**src/rtl/pcd_pkg.sv**
```systemverilog
// pcd_pkg: shared types and constants for the png chunk deframer
// holds the input and result transaction structs, role/error/phase codes
// and the png signature lookup; no dependencies
package pcd_pkg;

  // byte roles reported with each result
  localparam logic [2:0] ROLE_SIG  = 3'd0;
  localparam logic [2:0] ROLE_LEN  = 3'd1;
  localparam logic [2:0] ROLE_TYPE = 3'd2;
  localparam logic [2:0] ROLE_DATA = 3'd3;
  localparam logic [2:0] ROLE_CRC  = 3'd4;
  localparam logic [2:0] ROLE_ERR  = 3'd5;

  // parser phases, coded to match the role of the byte taken in that phase
  localparam logic [2:0] PH_SIG  = ROLE_SIG;
  localparam logic [2:0] PH_LEN  = ROLE_LEN;
  localparam logic [2:0] PH_TYPE = ROLE_TYPE;
  localparam logic [2:0] PH_DATA = ROLE_DATA;
  localparam logic [2:0] PH_CRC  = ROLE_CRC;
  localparam logic [2:0] PH_ERR  = ROLE_ERR;

  // error codes
  localparam logic [1:0] ERR_NONE   = 2'd0;
  localparam logic [1:0] ERR_BADSIG = 2'd1;
  localparam logic [1:0] ERR_TRUNC  = 2'd2;

  // signature and chunk field sizes
  localparam int unsigned SIG_BYTES   = 8;
  localparam int unsigned FIELD_BYTES = 4;

  // one input transaction
  typedef struct packed {
    logic [7:0] file_byte;
    logic       file_start;
    logic       file_last;
  } in_t;

  // one result transaction
  typedef struct packed {
    logic [2:0]  byte_role;
    logic [7:0]  data_byte;
    logic [31:0] chunk_length;
    logic [31:0] chunk_type;
    logic [31:0] chunk_crc;
    logic        chunk_end;
    logic [1:0]  error_code;
  } out_t;

  // expected png signature byte at a given position
  function automatic logic [7:0] sig_byte(input logic [2:0] idx);
    logic [7:0] val;
    unique case (idx)
      3'd0: val = 8'h89;
      3'd1: val = 8'h50;
      3'd2: val = 8'h4E;
      3'd3: val = 8'h47;
      3'd4: val = 8'h0D;
      3'd5: val = 8'h0A;
      3'd6: val = 8'h1A;
      3'd7: val = 8'h0A;
      default: val = 8'h00;
    endcase
    return val;
  endfunction

endpackage

```
**src/rtl/pcd_parser.sv**
```systemverilog
// pcd_parser: per-byte parse state and result computation
// keeps phase, byte counter and the length/type/crc accumulators
// depends on pcd_pkg
module pcd_parser import pcd_pkg::*; (
  input  logic clk,
  input  logic rst,
  input  logic accept,
  input  in_t  in_data,
  output out_t result
);

  logic [2:0]  phase;
  logic [31:0] byte_count;
  logic [31:0] length_acc;
  logic [31:0] type_acc;
  logic [31:0] crc_acc;

  logic [2:0]  phase_next;
  logic [31:0] byte_count_next;
  logic [31:0] length_acc_next;
  logic [31:0] type_acc_next;
  logic [31:0] crc_acc_next;

  logic [2:0]  cur_phase;
  logic [31:0] cur_count;
  logic [31:0] count_inc;
  logic [7:0]  b;
  logic [2:0]  role;
  logic [1:0]  err;
  logic        end_flag;

  // next state and result for the byte at the input
  always_comb begin
    b         = in_data.file_byte;
    cur_phase = in_data.file_start ? PH_SIG : phase;
    cur_count = in_data.file_start ? 32'd0 : byte_count;
    length_acc_next = in_data.file_start ? 32'd0 : length_acc;
    type_acc_next   = in_data.file_start ? 32'd0 : type_acc;
    crc_acc_next    = in_data.file_start ? 32'd0 : crc_acc;
    count_inc       = cur_count + 32'd1;
    phase_next      = cur_phase;
    byte_count_next = count_inc;
    role     = ROLE_ERR;
    err      = ERR_NONE;
    end_flag = 1'b0;

    unique case (cur_phase)
      PH_SIG: begin
        role = ROLE_SIG;
        if (b != sig_byte(cur_count[2:0])) begin
          err             = ERR_BADSIG;
          phase_next      = PH_ERR;
          byte_count_next = 32'd0;
        end else if (cur_count[2:0] == 3'(SIG_BYTES - 1)) begin
          phase_next      = PH_LEN;
          byte_count_next = 32'd0;
        end
      end
      PH_LEN: begin
        role = ROLE_LEN;
        if (cur_count == 32'd0) begin
          length_acc_next = 32'd0;
          type_acc_next   = 32'd0;
          crc_acc_next    = 32'd0;
        end
        length_acc_next = {length_acc_next[23:0], b};
        if (cur_count[1:0] == 2'(FIELD_BYTES - 1)) begin
          phase_next      = PH_TYPE;
          byte_count_next = 32'd0;
        end
      end
      PH_TYPE: begin
        role          = ROLE_TYPE;
        type_acc_next = {type_acc_next[23:0], b};
        if (cur_count[1:0] == 2'(FIELD_BYTES - 1)) begin
          phase_next      = (length_acc_next == 32'd0) ? PH_CRC : PH_DATA;
          byte_count_next = 32'd0;
        end
      end
      PH_DATA: begin
        role = ROLE_DATA;
        if (count_inc >= length_acc_next) begin
          phase_next      = PH_CRC;
          byte_count_next = 32'd0;
        end
      end
      PH_CRC: begin
        role         = ROLE_CRC;
        crc_acc_next = {crc_acc_next[23:0], b};
        if (cur_count[1:0] == 2'(FIELD_BYTES - 1)) begin
          end_flag        = 1'b1;
          phase_next      = PH_LEN;
          byte_count_next = 32'd0;
        end
      end
      default: begin
        role            = ROLE_ERR;
        err             = ERR_BADSIG;
        byte_count_next = cur_count;
      end
    endcase

    // result fields, accumulators hidden in signature and error roles
    result.byte_role  = role;
    result.data_byte  = b;
    result.chunk_end  = end_flag;
    if (role == ROLE_SIG || role == ROLE_ERR) begin
      result.chunk_length = 32'd0;
      result.chunk_type   = 32'd0;
      result.chunk_crc    = 32'd0;
    end else begin
      result.chunk_length = length_acc_next;
      result.chunk_type   = type_acc_next;
      result.chunk_crc    = crc_acc_next;
    end

    // file end: flag truncation unless a chunk or the signature just closed
    if (in_data.file_last) begin
      if (err == ERR_NONE && !(phase_next == PH_LEN && byte_count_next == 32'd0)) begin
        err = ERR_TRUNC;
      end
      phase_next      = PH_SIG;
      byte_count_next = 32'd0;
      length_acc_next = 32'd0;
      type_acc_next   = 32'd0;
      crc_acc_next    = 32'd0;
    end
    result.error_code = err;
  end

  // state update on each accepted transaction
  always_ff @(posedge clk) begin
    if (rst) begin
      phase      <= PH_SIG;
      byte_count <= 32'd0;
      length_acc <= 32'd0;
      type_acc   <= 32'd0;
      crc_acc    <= 32'd0;
    end else if (accept) begin
      phase      <= phase_next;
      byte_count <= byte_count_next;
      length_acc <= length_acc_next;
      type_acc   <= type_acc_next;
      crc_acc    <= crc_acc_next;
    end
  end

endmodule

```
**src/rtl/pcd_out_buf.sv**
```systemverilog
// pcd_out_buf: result register with a skid stage
// decouples the output handshake from input acceptance
// depends on pcd_pkg
module pcd_out_buf import pcd_pkg::*; (
  input  logic clk,
  input  logic rst,
  input  logic push_valid,
  output logic push_ready,
  input  out_t push_data,
  output logic out_valid,
  input  logic out_ready,
  output out_t out_data
);

  logic main_valid;
  logic skid_valid;
  out_t main_data;
  out_t skid_data;
  logic push;

  assign push_ready = ~skid_valid;
  assign push       = push_valid & ~skid_valid;
  assign out_valid  = main_valid;
  assign out_data   = main_data;

  // control: main register refills from skid first, then from the push side
  always_ff @(posedge clk) begin
    if (rst) begin
      main_valid <= 1'b0;
      skid_valid <= 1'b0;
    end else if (!main_valid || out_ready) begin
      if (skid_valid) begin
        main_valid <= 1'b1;
        skid_valid <= 1'b0;
      end else begin
        main_valid <= push;
      end
    end else if (push) begin
      skid_valid <= 1'b1;
    end
  end

  // payload registers
  always_ff @(posedge clk) begin
    if (!main_valid || out_ready) begin
      main_data <= skid_valid ? skid_data : push_data;
    end else if (push) begin
      skid_data <= push_data;
    end
  end

endmodule

```
**src/rtl/png_chunk_deframer_core.sv**
```systemverilog
// png_chunk_deframer_core: top level of the png chunk deframer
// a png file enters one byte per transaction on the in channel; each byte
// yields one result transaction on the out channel naming its role
// (signature, length, type, data, crc, or ignored after a bad signature),
// passing the byte through and reporting length, type and crc as collected.
// both channels are valid/ready; in_data and out_data are packed structs.
// a byte's result is registered in the result register, or in the skid
// stage while the receiver stalls, before it shows on out_data. throughput: one
// byte per cycle while the receiver takes results, set by the single state update in the parser.
// file_start restarts parsing on its byte; after a file_last byte the
// parser returns to the signature phase on its own.
// reset (rst, synchronous) puts the parser in the signature phase with
// cleared counters and empties the result register and skid stage.
// when the receiver stalls, one more byte is held in the skid stage; then
// in_ready drops until the result register drains.
// depends on pcd_pkg, pcd_parser, pcd_out_buf
module png_chunk_deframer_core import pcd_pkg::*; (
  input  logic clk,
  input  logic rst,
  input  logic in_valid,
  output logic in_ready,
  input  in_t  in_data,
  output logic out_valid,
  input  logic out_ready,
  output out_t out_data
);

  out_t result;
  logic accept;

  assign accept = in_valid & in_ready;

  // parse state and per-byte result
  pcd_parser u_parser (
    .clk     (clk),
    .rst     (rst),
    .accept  (accept),
    .in_data (in_data),
    .result  (result)
  );

  // result register and skid stage
  pcd_out_buf u_out_buf (
    .clk        (clk),
    .rst        (rst),
    .push_valid (in_valid),
    .push_ready (in_ready),
    .push_data  (result),
    .out_valid  (out_valid),
    .out_ready  (out_ready),
    .out_data   (out_data)
  );

endmodule

```
**config.mk**
```make
export PLATFORM = sky130hd
export DESIGN_NAME = png_chunk_deframer_core
export DESIGN_NICKNAME = d
export VERILOG_FILES = /design/src/rtl/pcd_pkg.sv /design/src/rtl/pcd_parser.sv /design/src/rtl/pcd_out_buf.sv /design/src/rtl/png_chunk_deframer_core.sv
export SDC_FILE = /design/constraint.sdc
export NUM_CORES = 1
export LEC_CHECK = 0
export BUFFER_PORTS_ARGS = -buffer_cell sky130_fd_sc_hd__buf_2
export CAP_MARGIN = 20
export CELL_PAD_IN_SITES_DETAIL_PLACEMENT = 1
export CELL_PAD_IN_SITES_GLOBAL_PLACEMENT = 1
export CORE_MARGIN = 2
export CORE_UTILIZATION = 25
export DETAILED_ROUTE_END_ITERATION = 7
export PLACE_DENSITY_LB_ADDON = 0.1
export SYNTH_ARGS = -nofsm -noshare
export SYNTH_HDL_FRONTEND = slang
export SYNTH_SLANG_ARGS = --single-unit
```
**constraint.sdc**
```tcl
create_clock -name clk -period 11.73 [get_ports clk]
set_clock_uncertainty 0.05 [all_clocks]
set_input_delay 0 -clock clk [delete_from_list [all_inputs] [get_ports clk]]
set_output_delay 0 -clock clk [all_outputs]
set_load 0.1 [all_outputs]
```
# After elaboration in Yosys (flattened, before gate mapping)
# Memories as Yosys holds them, arrays and structs flattened.
# Index checks and enable logic that the tools add are counted.
# Widths: inputs -> output; s select.
# word_totals
regBits	353
mem_bits_ro	56
output_inout_bits	112
elab_cells	92
mem_count	1
# op_classes
n_addsub	1
n_lt_le_gt_ge	1
eq_ne	9
mux	40
n_bitwise	3
reduce_logical	16
# mem_list
memory	depth	word_bits	read_ports	rd_clocked_by_memory_dff	write_ports	line_no	text
(no name shown)	8	7	1	0	0	pcd_pkg.sv:52	unique case (idx)
# op_table
op	n
$mux 32	15
$pmux 32 s2	2
$mux 110	1
$logic_not 32->1	3
$mux 96	1
$pmux 32 s3	1
$add 32x1->32 const B	1
$ge 32x32->1	1
$pmux 3 s5	2
$mux 3	9
$mux 24	1
$eq 3x3->1 const B	3
$mux 8	1
$ne 8x8->1	1
$eq 3x1->1 const B	2
$eq 3x2->1 const B	2
$logic_not 3->1	2
$mux 1	4
$mux 2	2
$pmux 2 s2	1
$reduce_or 4->1	1
$reduce_or 3->1	1
$eq 2x2->1 const B	1
$logic_and 1x1->1	2
7 further kinds	10

# Logic depth before layout (Yosys ltp)
# logic_depth
ltp_word	13
mapped_depth	23
ltp_nobuf	20

# By module
# A second synthesis with hierarchy kept.
# unflattened
cells_unflattened	1600
hier_area_um2	17420.5
# by_module_without_submodules
module	instances	cells_per_inst	area_each_um2	seq_area_each_um2
pcd_parser	1	1248	9121.2	2622.5
pcd_out_buf	1	351	8293.0	6646.4
png_chunk_deframer_core	1	1	6.3	0.0

# Worst setup path before layout
# Ideal clock, no wire load.
# synth_timing
path_type	reg-to-reg
startpoint	reg u_out_buf.main_valid, in the netlist u_out_buf.out_valid
endpoint	reg u_out_buf.skid_data[0] (netlist name), enable pin
arrival_time_ps	8739
t_required_ps	11099
slack_ps	2361
stages_incl_launch_ff	3
n_path_buf	0
path_cell_list	dfxtp_1 -> nand2b_1 -> nor2_1
# synth_via
elab_chain_cells	4
# synth_rtl
item	line_no	text
start: declaration	pcd_out_buf.sv:15	logic main_valid;
start signal: assignment	pcd_out_buf.sv:36	main_valid <= push;
$logic_not 1->1	pcd_out_buf.sv:45	if (!main_valid || out_ready) begin
$logic_or 1x1->1	pcd_out_buf.sv:45	
$not 1->1 (no line)	--	
$reduce_and 2->1 (no line)	--	
end signal: assignment	pcd_out_buf.sv:48	skid_data <= push_data;
end: declaration	pcd_out_buf.sv:18	out_t skid_data;
# No other way between the ends.
# A chain may end at the register's enable or synchronous reset.

==> results.json <==
{
  "outcome": "finished clean",
  "clockRootBuffer": "clkbuf_16",
  "grt_use_total_pct": 15.92,
  "holdPathEnd": "u_out_buf.skid_valid",
  "worstRegToRegCells": 17,
  "yosysMostFrequentCell": "nor2_1",
  "seq_area_um2": 9273,
  "routed_wl_um": 55980,
  "finalPower_mw": 3.020,
  "r2r_slack_ps": 5760,
  "syn_to_final_growth_pct": 17.95,
  "period_share_pct": 50.89,
  "async_reset_ff_share_pct": 0,
  "dieArea_um2": 69240,
  "ys.warnings.count": 0,
  "grt_pass1_vias": 13370,
  "io_buffers": 125,
  "final.setup.tns_ps": 0,
  "crit_path_end_kind": "register",
  "synth-xor-area-share_pct": 1.722,
  "grt_max_degree": 97,
  "row_count": 95,
  "syn-num-nets": 1698,
  "vias": 13080,
  "max_freq_mhz": 167.5,
  "maxSlewHeadroom_pct": 28.88,
  "synth_top_family_by_area": "compound AO/OA/AOI/OAI gates",
  "clkSinkCount": 353,
  "ys_types": 73,
  "syn_area_um2": 16790,
  "timing_hold_violations_final": 0,
  "required_ps": 11990,
  "clk_pin_slew_ps": 60,
  "gp_routability_congestion": 0.8646,
  "clock_latency_ps": 570,
  "drt_iter0_markers": 842,
  "synth_ff_type": "edfxtp_1",
  "vdd_drop_max_mv": 0.08819,
  "hp-start": "out_ready",
  "drtAntennaViolNets": 0,
  "cts_max_level": 2,
  "synth_compound_area_share_pct": 17.37,
  "synth-edff-count": 220,
  "drtPass1Iterations": 5,
  "ys_ff_latch": 353,
  "nFillCells": 7530,
  "start_util_pct": 25.13,
  "final_nets": 1769,
  "muxShareOfSynthArea_pct": 2.877,
  "core_area_um2": 66800,
  "die_y_um": 263.1,
  "p_leak_nw": 6.939,
  "synth.top_cell.area_share_pct": 39.35,
  "syn_area_per_cell_um2": 10.20,
  "cts_buffers": 43,
  "rsz0062_at_grt": "no",
  "antenna_found_initial": 0,
  "cts_tree": "built",
  "max-cap-violations": 0,
  "wl_per_cell_um": 21.33,
  "drive_gt1_share_pct": 16.50,
  "synth_area_leaders": "edfxtp_1, dfxtp_1, a22oi_1",
  "routed_via_density": 4.983,
  "cp-start-kind": "register",
  "hpwl_um": 36300,
  "ios": 126,
  "synth_top_cell_by_area": "edfxtp_1",
  "synth_fa_ha_area_share_pct": 2.832,
  "worstSetupPathType": "reg2reg",
  "diodes": 0,
  "cp.arrival_ps": 6230,
  "multi_input_area_um2": 6960,
  "whs_path_depth": 3,
  "synth_common_cells": "nor2_1, edfxtp_1, a22oi_1, nand2_1, dfxtp_1",
  "synth_cells": 1646,
  "remaining_drc_errors": 0,
  "finalCriticalPeriod_ps": 5969,
  "r2r-end": "u_out_buf.skid_data[1]",
  "seq_area_frac_synth_pct": 55.21,
  "ctsResizeCount": 0,
  "yosys.area_share.simple_pct": 16.29,
  "hp-class": "in2reg",
  "grt_first_pass_wirelength_um": 85900,
  "finalInstanceArea_um2": 19800,
  "p_per_area_nw_per_um2": 152.5,
  "chipWidth_um": 263.1,
  "r2r-start": "u_parser.byte_count[0]",
  "critPathMaxFanout": 15,
  "finalMaxSlewViolations": 0,
  "setup_viol": 0,
  "clock_path_buffers": 3,
  "placed_cell_area_um2": 18220,
  "grt.overflow.total": 0,
  "worstMarginPinSlew_ps": 1064
}
==> logic make-up (layout without fill, tap and decap cells) <==
family	count (synthesis)	in the layout
fa+ha+maj	38	38
mux	43	43
compound gates	414	414
flops	353	353
buf+inv	160	266
simple gates	605	605
xor+xnor	33	33
==> placed cells by master (no fill, tap or decap), drive strengths merged, types with 19 or more instances in the layout <==
| master | count |
|---|---|
| nor4 | 25 |
| inv | 21 |
| a22oi | 199 |
| nor2 | 277 |
| nor3 | 28 |
| o31ai | 70 |
| clkbuf | 58 |
| and2 | 19 |
| o21ai | 47 |
| a21oi | 44 |
| mux2 | 42 |
| ha | 38 |
| nand2 | 160 |
| edfxtp | 220 |
| dfxtp | 133 |
| buf | 153 |
==> where the power goes <==
group | internal [mW] | switching (mW) | total [mW] | leakage (nW)
registers | 1.34 | 0.0123 | 1.36 | 3.35
clock network | 0.801 | 0.559 | 1.36 | 0.709
logic | 0.0387 | 0.266 | 0.305 | 2.88
total | 2.18 | 0.837 | 3.02 | 6.94
==> state kept, by name (all words and copies together) (netlist names) <==
signal and flops:
u_out_buf.skid_valid 1, u_parser.byte_count 32, u_out_buf.out_data 110, u_parser.type_acc 32, u_out_buf.out_valid 1, u_parser.length_acc 32
u_parser.phase 3, u_parser.crc_acc 32, u_out_buf.skid_data 110
==> stage by stage <==
step / std cells / hold slack [ps] / worst slack, ps / util (%)
final: 2625 / 9.974 / 5761 / 29.64
after global routing: 2625 / 48.40 / 5207 / 29.64
after CTS: 2622 / 23.62 / 5796 / 29.58
after detailed placement: 2530 / 310.8 / 5812 / 27.27
after global placement: 2530 / 290.6 / 6057 / 27.27
after floorplan: 1646 / 48.87 / 2361 / -
==> what timing repair did <==
item                                   in CTS  in global routing
hold buffers                               12                  0
buffers inserted                            0                  0
endpoints found under the hold margin      86                  0
==> worst max path at each step <==
stage                           start                     end  slack [ps]  depth (start not counted)
2_1_floorplan     u_out_buf.out_valid  u_out_buf.skid_data[0]        2360                          2
3_3_place_gp   u_parser.byte_count[0]   u_out_buf.out_data[1]        6060                         17
3_5_place_dp   u_parser.byte_count[0]  u_out_buf.skid_data[1]        5810                         17
4_1_cts        u_parser.byte_count[0]  u_out_buf.skid_data[1]        5800                         17
5_1_grt        u_parser.byte_count[0]  u_out_buf.skid_data[1]        5210                         17
6_report       u_parser.byte_count[0]  u_out_buf.skid_data[1]        5760                         17
==> area by class of cell <==
| type | count | area share [%] |
|---|---|---|
| clock inverters | 22 | 0.9983 |
| multi-input cells | 1133 | 35.15 |
| well taps | 873 | 5.516 |
| clock buffers | 58 | 6.186 |
| flip-flops and latches | 353 | 46.83 |
| repair buffers | 165 | 4.928 |
| inverters | 21 | 0.3981 |
==> per-layer routing <==
metal	up-vias	wire (um)	track usage (%)	share of wire (%)
li1	6248	-	-	-
met1	6560	26060	21.33	47
met2	218	26970	27.04	48
met4	0	866	3.459	1.5
met3	54	2084	2.469	3.7
met5	-	0	0	0
==> critical path, cell delays in order, from the launching register on <==
cell and delay, ps:
dfxtp_1 440, nor2b_1 500, ha_1 600, nand4_2 350, nor2_1 390, and3_1 290, xnor2_1 110, ha_1 320
and4_1 210, nand2_1 70, a2111oi_0 570, o41a_1 290, nor3_2 60, buf_4 210, o41ai_1 640, nand3_1 170
nor4_1 280, a21oi_1 120
Note: power is estimated with default switching activity, not from simulation.
